--- src/sv/cau_pkg.sv ---
// ----------------------------------------------------------------------------
// cau_pkg: shared types and constants of the complex arithmetic unit
// operation codes, per-stage control struct and width helpers
// ----------------------------------------------------------------------------
package cau_pkg;

   localparam int DATA_WIDTH_DEF = 16;
   localparam int FRAC_BITS_DEF  = 8;

   typedef enum logic [1:0] {
      CMD_ADD = 2'd0,
      CMD_SUB = 2'd1,
      CMD_MUL = 2'd2,
      CMD_DIV = 2'd3
   } cmd_type;

   // control that travels with each transaction through the divider stages
   typedef struct packed {
      cmd_type cmd;
      logic    div_zero;
      logic    neg_re;
      logic    neg_im;
      logic    big_re;
      logic    big_im;
   } ctl_type;

   // magnitude width: sum of two full products
   function automatic int mag_width(input int w);
      return 2 * w + 1;
   endfunction

   // remainder width: holds the scaled numerator and the divisor shifted by w+1
   function automatic int rem_width(input int w, input int f);
      int a;
      int b;
      a = 2 * w + 1 + f;
      b = 3 * w + 1;
      return ((a > b) ? a : b) + 1;
   endfunction

endpackage

--- src/sv/cau_div_step.sv ---
// ----------------------------------------------------------------------------
// cau_div_step: one restoring division stage
// resolves quotient bit SHIFT of both parts against the shared divisor
// ----------------------------------------------------------------------------
module cau_div_step #(
   parameter int W     = cau_pkg::DATA_WIDTH_DEF,
   parameter int F     = cau_pkg::FRAC_BITS_DEF,
   parameter int SHIFT = 0
) (
   input  logic                                clock,
   input  logic                                reset,
   input  logic                                adv,
   input  logic                                in_valid,
   input  cau_pkg::ctl_type                    in_ctl,
   input  logic [cau_pkg::rem_width(W, F)-1:0] in_r_re,
   input  logic [cau_pkg::rem_width(W, F)-1:0] in_r_im,
   input  logic [W:0]                          in_q_re,
   input  logic [W:0]                          in_q_im,
   input  logic [cau_pkg::mag_width(W)-1:0]    in_mag_re,
   input  logic [cau_pkg::mag_width(W)-1:0]    in_mag_im,
   input  logic [2*W-1:0]                      in_den,
   output logic                                out_valid,
   output cau_pkg::ctl_type                    out_ctl,
   output logic [cau_pkg::rem_width(W, F)-1:0] out_r_re,
   output logic [cau_pkg::rem_width(W, F)-1:0] out_r_im,
   output logic [W:0]                          out_q_re,
   output logic [W:0]                          out_q_im,
   output logic [cau_pkg::mag_width(W)-1:0]    out_mag_re,
   output logic [cau_pkg::mag_width(W)-1:0]    out_mag_im,
   output logic [2*W-1:0]                      out_den
);

   localparam int MW = cau_pkg::mag_width(W);
   localparam int RW = cau_pkg::rem_width(W, F);

   logic [RW-1:0]    d_sh;
   logic             ge_re, ge_im;
   logic [W:0]       q_bit;

   logic             valid_ff;
   cau_pkg::ctl_type ctl_ff;
   logic [RW-1:0]    r_re_ff, r_im_ff;
   logic [W:0]       q_re_ff, q_im_ff;
   logic [MW-1:0]    mag_re_ff, mag_im_ff;
   logic [2*W-1:0]   den_ff;

   assign d_sh  = RW'(in_den) << SHIFT;
   assign ge_re = in_r_re >= d_sh;
   assign ge_im = in_r_im >= d_sh;
   assign q_bit = (W + 1)'(1) << SHIFT;

   always_ff @(posedge clock) begin
      if (reset) begin
         valid_ff <= 1'b0;
      end else if (adv) begin
         valid_ff <= in_valid;
      end
   end

   always_ff @(posedge clock) begin
      if (adv) begin
         ctl_ff    <= in_ctl;
         r_re_ff   <= ge_re ? (in_r_re - d_sh) : in_r_re;
         r_im_ff   <= ge_im ? (in_r_im - d_sh) : in_r_im;
         q_re_ff   <= ge_re ? (in_q_re | q_bit) : in_q_re;
         q_im_ff   <= ge_im ? (in_q_im | q_bit) : in_q_im;
         mag_re_ff <= in_mag_re;
         mag_im_ff <= in_mag_im;
         den_ff    <= in_den;
      end
   end

   assign out_valid  = valid_ff;
   assign out_ctl    = ctl_ff;
   assign out_r_re   = r_re_ff;
   assign out_r_im   = r_im_ff;
   assign out_q_re   = q_re_ff;
   assign out_q_im   = q_im_ff;
   assign out_mag_re = mag_re_ff;
   assign out_mag_im = mag_im_ff;
   assign out_den    = den_ff;

endmodule

--- config.mk ---
export PLATFORM = sky130hd
export DESIGN_NAME = cau_div_step
export DESIGN_NICKNAME = d
export VERILOG_FILES = /design/src/sv/cau_pkg.sv /design/src/sv/cau_div_step.sv
export SDC_FILE = /design/constraint.sdc
export NUM_CORES = 1
export LEC_CHECK = 0
export BUFFER_PORTS_ARGS = -buffer_cell sky130_fd_sc_hd__buf_2
export CAP_MARGIN = 20
export CORE_AREA = 2 2 188 190
export DETAILED_ROUTE_END_ITERATION = 6
export DIE_AREA = 0 0 190 192
export MAX_ROUTING_LAYER = met4
export PLACE_DENSITY = 0.7
export SETUP_SLACK_MARGIN = 0.3
export SLEW_MARGIN = 30
export SYNTH_ARGS = -nofsm -noshare
export SYNTH_HDL_FRONTEND = slang
export SYNTH_SLANG_ARGS = --single-unit
--- constraint.sdc ---
create_clock -name clock -period 3.33 [get_ports clock]
set_input_delay 0.333 -clock clock [delete_from_list [all_inputs] [get_ports clock]]
set_output_delay 0.333 -clock clock [all_outputs]
set_load 0.005 [all_outputs]
==> summary.txt, run 1 <==
Synth Net Count -> 1407
Detailed Route WL -> 46.9 mm
Die height -> 192 um
Post-synth EDFFs -> 239
Slew Limit Fails -> 0
Die width -> 190 um
Vias -> 11700
Worst-path maximum fanout -> 6
Skew-Pair Late Insertion Delay -> 540 ps
WP data required -> 3610 ps
Crit start category -> primary input
Global-route wire length before repair -> 67.4 mm
Ys Warns -> 0
Worst-Margin Slew -> 716 ps
Clock power share -> 0.352
Leakage -> 7.86 nW
Drt drc -> 0
GRT Overall Usage -> 0.251
Comb power frac -> 0.215
Number of max-cap violations -> 0
Critical path class -> in -> reg
Layout cell share with drive strength beyond 1 -> 0.348
H-tree levels -> 1
Sequential share of the synthesized area -> 0.571
Final worst path period need -> 2830 ps
Post-Place Worst Slack -> -107 ps
Yosys reg bits -> 240
Critical path arrival -> 3120 ps
Clock sinks -> 240
RSZ-0062 raised after global routing -> no
Routed Antenna Nets -> 0
Final Hold Viols -> 0
Vias per cell -> 5.15
Met1 Track Usage GR -> 0.279
Core ar. -> 34300 um2
Synth Area per Inst -> 11.5 um2
DR iter-0 viols -> 865
Placed Area -> 16100 um2
Row count -> 68
P_int -> 0.00636 W
Sw power -> 0.00238 W
Routability Congestion -> 0.958
Clock skew -> 0 ps
I/O Pins -> 483
Outcome -> complete, no violations
Clk buf depth -> 3
Reg power frac -> 0.434
Grt total ovfl -> 0
Initial Util -> 0.368
Fraction of the cycle the final worst path needs -> 0.851
Post-layout util -> 0.537
Slew margin rel. -> 0.521
Worst-path clk slew -> 60 ps
Port bufs -> 482
Initial antenna violation count -> 8
Pwr Total -> 0.00874 W
GR Util met2 -> 0.450
Die area -> 36500 um2
DR WL/cell -> 20.7 um
Post-DP HPWL -> 35.8 mm
CTS buffer count -> 28
Clock Root Buffer -> clkbuf_16
Post-synth ARST share -> 0
GRT met3 Usage -> 0.0471
# setup viols final -> 0
Nets -> 2093
Final instance area -> 18400 um2
Max Clock Freq -> 0.353 GHz
HP Class -> in -> reg
IR drop worst, VDD -> 291 uV
Vias in the first global route -> 11500
Final WS setup -> 495 ps
Post-synthesis instance total -> 1098
Post-Synthesis Cell Area -> 12600 um2
Largest net degree at the start of global routing -> 81
CTS tree -> yes
Main synth FF type -> edfxtp_1
Pre-Repair DR Iteration Count -> 5
Gr busiest metal -> met2
Sw Share -> 0.272
Synth-to-layout area growth -> 46.1%
Synth unique cells -> 70
PD cells -> 475 nW/um2
Crit. End Element -> flip-flop
[state kept, by name, summed over array words and instances, names as in the netlist]
name / cells
out_q_im: 17
out_q_re: 17
out_den: 32
out_r_im: 50
out_r_re: 50
out_mag_im: 33
out_ctl: 7
out_mag_re: 33
out_valid: 1
[Yosys cell counts (3+ instances only)]
cell type	number	area [um2]
a211oi_1	12	90.1
a21boi_0	3	22.5
a21o_1	24	180
a21oi_1	95	475
a221oi_1	3	26.3
a31oi_1	12	75.1
and2_1	3	18.8
and3_1	8	50.1
buf_2	12	60.1
clkbuf_1	33	124
edfxtp_1	239	7180
ha_1	64	801
inv_1	52	195
mux2i_1	3	30.0
nand2_1	109	409
nand2b_1	11	68.8
nand3_1	15	75.1
nand4_1	34	213
nand4b_1	5	43.8
nor2_1	67	251
nor2b_1	4	25.0
nor3_1	18	90.1
nor4_1	8	50.1
o211ai_1	10	75.1
o21a_1	7	52.6
o21ai_0	61	305
o21ai_1	9	45.0
o21bai_1	7	52.6
o31ai_1	8	60.1
o41ai_1	3	26.3
or2_2	3	18.8
or3_1	10	62.6
or4_1	8	60.1
xnor2_1	51	447
xor2_1	37	324
[metrics by stage]
stage	hold slack, ps	TNS, ps	cells
2_1_floorplan	405	0	1098
3_3_place_gp	475	-1350	2074
3_5_place_dp	486	-1950	2074
4_1_cts	3.23	0	2260
5_1_grt	6.54	0	2269
6_report	28.3	0	2269
[layer usage]
metal | wire length, um | vias up
met5 | 0 | -
met4 | 1790 | 0
met3 | 3140 | 83
met2 | 24000 | 520
met1 | 18100 | 5562
li1 | - | 5510
[layout make-up]
class,count,area (um2)
timing repair buffer,702,4470
fill,2955,15900
antenna,8,20.0
clock buffer,36,772
sequential,240,7200
inverter,52,195
clock inverter,16,144
multi-input combinational,760,5040
tap,455,569
[worst paths after layout]
check / startpoint / end / slack [ps] / depth (start not counted)
min: in_den[9] / out_den[9] / 30 / 1
min reg2reg: out_valid / out_valid / 500 / 2
max: in_den[8] / out_r_im[37] / 500 / 14
max reg2reg: out_valid / out_valid / 2750 / 2
[worst max-delay path, stage by stage]
cell and delay, ps:
buf_2 100, inv_1 80, ha_1 390, nand4_1 140, buf_4 180, nor4_1 360
buf_4 180, nand3_1 70, nand4_1 170, nor3_4 60, or4_1 490, buf_4 190
nor4b_4 260, xor2_1 100
[logic make-up (layout without fill, tap and decap cells)]
kind of cell / count (synthesis) / after routing / share of synthesized area
XOR/XNOR: 88 / 88 / 0.0612
adder cells (fa/ha/maj): 66 / 66 / 0.0667
AND/OR/NAND/NOR: 319 / 319 / 0.127
other: 0 / 8 / 0
flip-flops: 240 / 240 / 0.571
multiplexers: 5 / 5 / 0.00417
AO/OA/AOI/OAI: 282 / 282 / 0.139
buffers and inverters: 98 / 806 / 0.0310
[power groups by stage]
| stage | clock network [W] | logic [W] | registers [W] |
|---|---|---|---|
| floorplan | 0 | 0.000737 | 0.00389 |
| global placement | 0 | 0.00171 | 0.00385 |
| detailed placement | 0 | 0.00172 | 0.00385 |
| CTS | 0.00313 | 0.00186 | 0.00379 |
| global route | 0.00325 | 0.00204 | 0.00381 |
| finish | 0.00307 | 0.00188 | 0.00379 |
[cells in the final DEF (no fill, tap or decap), types with 29 or more instances in the layout]
master / n
o21ai_0: 60
clkbuf_16: 29
nand2_1: 109
inv_1: 52
xor2_1: 37
buf_4: 80
buf_2: 481
nand4_1: 34
a21oi_1: 94
dlygate4sd3_1: 135
xnor2_1: 51
edfxtp_1: 239
nor2_1: 67
ha_1: 64
[timing repair]
item | CTS | global route
setup endpoints to repair | 0 | 19
setup buffers | 0 | 0
gates resized for setup | 0 | 3
hold buffers | 134 | 1
endpoints found under the hold margin | 134 | 1
Note: power is estimated with default switching activity, not from simulation.
==> inputs of run 2 (changes only) <==
- PLACE_DENSITY: 0.7 -> 0.6
==> run 2 against run 1 <==
  * The run now ends with design-rule violations left
  * Sequential share of layout area decreased by 0.22 points
  * Clock power down 3%
  * First-iteration DRC count is 1.6% lower
  * Die area did not move
  * Combinational power barely moved
  * Routed wire length down 1.3%
  * Maximum frequency is 1.3% lower
  * Worst hold slack worse by 9.4 ps
  * Sequential power about the same
  * Register-to-register slack got worse by 20 ps
  * Global-route usage down 0.16 points
  * Critical path depth is 1 higher
  * Critical path type unchanged
  * Largest cell class unchanged
  * Highest routed layer unchanged
==> summary.txt, run 2 (synthesis results as in run 1) <==
Final worst path period need -> 2870 ps (was 2830 ps)
Final Hold Viols -> 0 (unchanged)
Placed Area -> 16200 um2 (was 16100 um2)
I/O Pins -> 483 (unchanged)
Final instance area -> 18500 um2 (was 18400 um2)
Most common cell after layout, fill and taps aside -> buf_2 (unchanged)
Routability Congestion -> 0.918 (was 0.958)
DR iter-0 viols -> 851 (was 865)
Skew-Pair Late Insertion Delay -> 550 ps (was 540 ps)
HP Class -> in -> reg (unchanged)
Initial Util -> 0.368 (unchanged)
RR Startpoint -> out_valid (unchanged)
Clock Root Buffer -> clkbuf_16 (unchanged)
Number of max-cap violations -> 0 (unchanged)
Leakage -> 7.92 nW (was 7.86 nW)
Clock sinks -> 240 (unchanged)
WP data required -> 3620 ps (was 3610 ps)
Crit. End Element -> flip-flop (unchanged)
Routed Antenna Nets -> 0 (unchanged)
Clk buf depth -> 3 (unchanged)
Worst-Margin Slew -> 850 ps (was 716 ps)
Synth-to-layout area growth -> 46.9% (was 46.1%)
Hold wc startpoint -> in_den[14] (was in_den[9])
# setup viols final -> 0 (unchanged)
Fraction of the cycle the final worst path needs -> 0.863 (was 0.851)
Cells on Worst Hold Path -> 1 (unchanged)
Global-route wire length before repair -> 66.9 mm (was 67.4 mm)
Hold WS -> 18.9 ps (was 28.3 ps)
Grt total ovfl -> 0 (unchanged)
Outcome -> complete, but fails checks (was complete, no violations)
Largest net degree at the start of global routing -> 98 (was 81)
Failing checks -> design-rule violations
Critical path class -> in -> reg (unchanged)
Port bufs -> 482 (unchanged)
RSZ-0062 raised after global routing -> yes (was no)
Fillers -> 3030 (was 2955)
CTS buffer count -> 27 (was 28)
PD cells -> 467 nW/um2 (was 475 nW/um2)
Worst-path clk slew -> 60 ps (about the same)
Most frequent cells in the layout -> 481 x buf_2, 239 x edfxtp_1, 132 x dlygate4sd3_1 (was 481 x buf_2, 239 x edfxtp_1, 135 x dlygate4sd3_1)
Worst-path maximum fanout -> 21 (was 6)
Detailed Route WL -> 46.3 mm (was 46.9 mm)
GRT Overall Usage -> 0.249 (was 0.251)
Vias per cell -> 5.03 (was 5.15)
Core ar. -> 34300 um2 (unchanged)
Hold Path Sink -> out_den[14] (was out_den[9])
CTS tree -> yes (unchanged)
Final WS setup -> 456 ps (was 495 ps)
Die area -> 36500 um2 (unchanged)
Total negative slack -> 0 ps (unchanged)
Slew Limit Fails -> 0 (unchanged)
Max Clock Freq -> 0.348 GHz (was 0.353 GHz)
Die width -> 190 um (unchanged)
Nets -> 2104 (was 2093)
Critical path arrival -> 3170 ps (was 3120 ps)
DR WL/cell -> 20.3 um (was 20.7 um)
Initial antenna violation count -> 9 (was 8)
H-tree levels -> 1 (unchanged)
Layout cell share with drive strength beyond 1 -> 0.356 (was 0.348)
Reg-to-reg setup timing slack -> 2730 ps (was 2750 ps)
Die height -> 192 um (unchanged)
Vias in the first global route -> 11300 (was 11500)
Pwr Total -> 0.00865 W (was 0.00874 W)
Post-DP HPWL -> 36.0 mm (was 35.8 mm)
Pre-Repair DR Iteration Count -> 7 (was 5)
R2r endpoint -> out_valid (unchanged)
Post-Place Worst Slack -> -190 ps (was -107 ps)
Crit start category -> primary input (unchanged)
Drt drc -> 4 (was 0)
IR drop worst, VDD -> 336 uV (was 291 uV)
Reg2reg path depth -> 2 (unchanged)
Postcts setup bufs -> 0 (unchanged)
Slew margin rel. -> 0.433 (was 0.521)
Vias -> 11500 (was 11700)
Clock skew -> 0 ps (unchanged)
Row count -> 68 (unchanged)
-- run 2: how the worst max path moves through the flow --
stage,slack (ps),from,endpoint
global placement,-150,in_den[0],out_r_re[30]
CTS,390,in_den[17],out_r_im[37]
finish,460,in_r_im[0],out_r_im[1]
floorplan,300,in_r_im[0],out_r_im[10]
detailed placement,-190,in_den[17],out_r_im[37]
global route,300,in_den[0],out_r_re[30]
-- run 2: routing by layer --
metal,vias to the layer above,share of wire,track usage
met4,0,0.036,0.0900
li1,5545,-,-
met2,415,0.50,0.432
met1,5415,0.41,0.290
met3,87,0.060,0.0460
met5,-,0,-
-- run 2: where the power goes --
group          switching, W  internal (W)
clock               0.00125       0.00173
sequential        0.0000811       0.00370
combinational       0.00101      0.000875
-- run 2: final cells by class --
cell class	instances	area, um2	share of cell area
timing repair buffer	714	4590	0.248
clock inverter	17	183	0.00987
multi-input combinational	760	5060	0.273
tap	455	569	0.0308
antenna	10	25.0	0.00135
clock buffer	32	694	0.0375
inverter	52	195	0.0105
sequential	240	7200	0.389
-- run 2: what timing repair did --
action / in CTS / in global routing
endpoints found under the hold margin: 132 / 0
endpoints found under the setup margin: 0 / 14
hold buffers: 132 / 0
gates resized for setup: 0 / 5
-- run 2: stage by stage --
step | utilization | instances
6_report | 0.540 | 2280
5_1_grt | 0.540 | 2279
4_1_cts | 0.538 | 2269
3_5_place_dp | 0.474 | 2088
3_3_place_gp | 0.474 | 2088
2_1_floorplan | - | 1098
-- run 2: critical path: stages --
cell and delay (ps):
buf_2 100, inv_1 80, ha_1 190, inv_1 60, fa_1 380, a21o_1 190, a221o_1 340, a211oi_2 190
buf_4 180, a211oi_1 70, buf_4 150, nor3_4 200, buf_6 180, buf_12 160, mux2_2 360
==> inputs of run 3 (changes only) <==
- GPL_TIMING_DRIVEN: unset -> 0
- REMOVE_ABC_BUFFERS: unset -> 1
==> run 3 against run 2 <==
  * First-iteration DRC count fell by 27%
  * Maximum frequency down 4.2%
  * The run now ends clean
  * Via count down 2.6%
  * Clock power hardly changed
  * Power down 0.70%
  * Routed wire length down 5.4%
  * Clock skew is the same
  * Final area shrank 1.9%
  * Utilization decreased by 1.0 points
  * Global-route usage shrank 1.7 points
==> summary.txt, run 3 (synthesis results as in run 1) <==
Largest net degree at the start of global routing -> 92 (was 98)
Clk buf depth -> 3 (unchanged)
Synth-to-layout area growth -> 44.2% (was 46.9%)
Port bufs -> 482 (unchanged)
Clock skew -> 0 ps (unchanged)
R2r endpoint -> out_valid (unchanged)
Number of max-cap violations -> 0 (unchanged)
Clock sinks -> 240 (unchanged)
Delay-heaviest family, CP -> compound AO/OA/AOI/OAI gates (was buffers and inverters)
Global-route wire length before repair -> 62.7 mm (was 66.9 mm)
Core ar. -> 34300 um2 (unchanged)
DR WL/cell -> 19.8 um (was 20.3 um)
Layout cell share with drive strength beyond 1 -> 0.342 (was 0.356)
Final Hold Viols -> 0 (unchanged)
Critical path class -> in -> reg (unchanged)
Most common cell after layout, fill and taps aside -> buf_2 (unchanged)
Outcome -> complete, no violations (was complete, but fails checks)
Placed Area -> 15600 um2 (was 16200 um2)
Final instance area -> 18200 um2 (was 18500 um2)
Pre-Repair DR Iteration Count -> 5 (was 7)
Clock Root Buffer -> clkbuf_16 (unchanged)
Worst-path maximum fanout -> 13 (was 21)
CTS buffer count -> 28 (was 27)
Crit path buffers/inverters -> 6 (was 7)
Post-Place Worst Slack -> -927 ps (was -190 ps)
Nets -> 2033 (was 2104)
HP Class -> in -> reg (unchanged)
Routed Antenna Nets -> 0 (unchanged)
Crit start category -> primary input (unchanged)
CP Cell Sequence -> buf_2 -> inv_1 -> ha_1 -> inv_1 -> fa_2 -> a21o_1 -> a221o_1 -> a211oi_4 -> a211oi_2 -> nor3_4 -> buf_6 -> buf_4 -> buf_6 -> mux2_2 (was buf_2 -> inv_1 -> ha_1 -> inv_1 -> fa_1 -> a21o_1 -> a221o_1 -> a211oi_2 -> buf_4 -> a211oi_1 -> buf_4 -> nor3_4 -> buf_6 -> buf_12 -> mux2_2)
Die width -> 190 um (unchanged)
Fraction of the cycle the final worst path needs -> 0.901 (was 0.863)
Routability Congestion -> 0.897 (was 0.918)
Row count -> 68 (unchanged)
Fillers -> 3004 (was 3030)
RR Startpoint -> out_valid (unchanged)
Worst-Margin Slew -> 764 ps (was 850 ps)
RSZ-0062 raised after global routing -> yes (unchanged)
Skew-Pair Late Insertion Delay -> 540 ps (was 550 ps)
Slew Limit Fails -> 0 (unchanged)
GRT Overall Usage -> 0.232 (was 0.249)
IR drop worst, VDD -> 331 uV (was 336 uV)
Initial antenna violation count -> 11 (was 9)
Vias -> 11200 (was 11500)
Vias in the first global route -> 10800 (was 11300)
Slowest-stage cell, CP -> a221o_1 (was fa_1)
Reg-to-reg setup timing slack -> 2760 ps (was 2730 ps)
Worst-path clk slew -> 60 ps (about the same)
CP max stage delay -> 400 ps (was 380 ps)
Grt total ovfl -> 0 (unchanged)
WP data required -> 3630 ps (was 3620 ps)
Cells on Worst Hold Path -> 1 (unchanged)
Max Clock Freq -> 0.333 GHz (was 0.348 GHz)
DR iter-0 viols -> 622 (was 851)
Die height -> 192 um (unchanged)
Most frequent cells in the layout -> 481 x buf_2, 239 x edfxtp_1, 132 x dlygate4sd3_1 (unchanged)
Vias per cell -> 5.04 (was 5.03)
Initial Util -> 0.368 (unchanged)
Die area -> 36500 um2 (unchanged)
Hold Path Sink -> out_den[21] (was out_den[14])
Drt drc -> 0 (was 4)
Post-DP HPWL -> 33.2 mm (was 36.0 mm)
Critical path arrival -> 3300 ps (was 3170 ps)
Detailed Route WL -> 43.9 mm (was 46.3 mm)
PD cells -> 473 nW/um2 (was 467 nW/um2)
Reg2reg path depth -> 2 (unchanged)
Slew margin rel. -> 0.484 (was 0.433)
Crit. End Element -> flip-flop (unchanged)
H-tree levels -> 1 (unchanged)
CTS tree -> yes (unchanged)
Final worst path period need -> 3000 ps (was 2870 ps)
# setup viols final -> 0 (unchanged)
I/O Pins -> 483 (unchanged)
Leakage -> 7.60 nW (was 7.92 nW)
Hold wc startpoint -> in_den[21] (was in_den[14])
Final WS setup -> 331 ps (was 456 ps)
-- run 3: cell types whose count changed in the layout (fill, tap and decap cells not counted), moves of 3 or more --
| cell | before | now |
|---|---|---|
| buf_16 | 0 | 4 |
| buf_4 | 92 | 20 |
| buf_12 | 6 | 0 |
| clkbuf_1 | 5 | 11 |
| inv_6 | 3 | 0 |
| ha_2 | 0 | 7 |
| ha_1 | 64 | 53 |
| clkinvlp_4 | 1 | 5 |
| ha_4 | 0 | 4 |
-- run 3: worst max path at each step --
stage	start	to	slack [ps]	cells after the start
6_report	in_r_im[0]	out_r_im[1]	330	14
5_1_grt	in_r_im[0]	out_r_im[1]	190	14
4_1_cts	in_r_im[0]	out_r_im[1]	190	14
3_5_place_dp	in_r_im[0]	out_r_im[1]	-930	14
3_3_place_gp	in_r_im[0]	out_r_im[32]	-5320	13
2_1_floorplan	in_r_im[0]	out_r_im[32]	-2860	12
-- run 3: layout make-up --
| cell class | count | area (um2) | share of cell area |
|---|---|---|---|
| Clock buffer | 40 | 767 | 0.0422 |
| Clock inverter | 12 | 125 | 0.00689 |
| Sequential cell | 240 | 7200 | 0.396 |
| Multi-Input combinational cell | 760 | 5230 | 0.288 |
| Timing Repair Buffer | 642 | 4050 | 0.223 |
| Tap cell | 455 | 569 | 0.0313 |
| Antenna cell | 11 | 27.5 | 0.00152 |
| Inverter | 52 | 195 | 0.0107 |
-- run 3: per-stage QoR --
| stage | std cells | hold WS, ps | setup TNS (ps) | total power (W) | utilization |
|---|---|---|---|---|---|
| floorplan | 1052 | 405 | -130010 | 0.00461 | - |
| global placement | 1989 | 471 | -649420 | 0.00544 | 0.449 |
| detailed placement | 1999 | 483 | -37710 | 0.00544 | 0.455 |
| CTS | 2192 | 4.11 | 0 | 0.00861 | 0.523 |
| global route | 2212 | 3.52 | 0 | 0.00895 | 0.530 |
| finish | 2212 | 30.1 | 0 | 0.00859 | 0.530 |
-- run 3: worst register-to-register path, stage by stage (launching register included) --
cell     delay, ps
dfxtp_1        300
mux2i_1        120
nor2_1          50
-- run 3: power breakdown --
group,total [W],internal (W),switching [W]
registers,0.00377,0.00370,0.0000715
clock network,0.00301,0.00176,0.00125
logic,0.00181,0.000820,0.000987
-- run 3: per-layer routing --
metal	track usage	wire (um)	vias up
li1	-	-	5401
met1	0.258	17000	5247
met2	0.403	21900	431
met3	0.0488	3090	80
met4	0.105	1850	0
met5	-	0	-
-- run 3: what timing repair did --
item | in CTS | in global routing
resized for setup | 13 | 30
setup buffers | 9 | 9
endpoints found under the setup margin | 74 | 52
hold buffers | 132 | 0
pin swaps | 7 | 8
endpoints found under the hold margin | 132 | 0
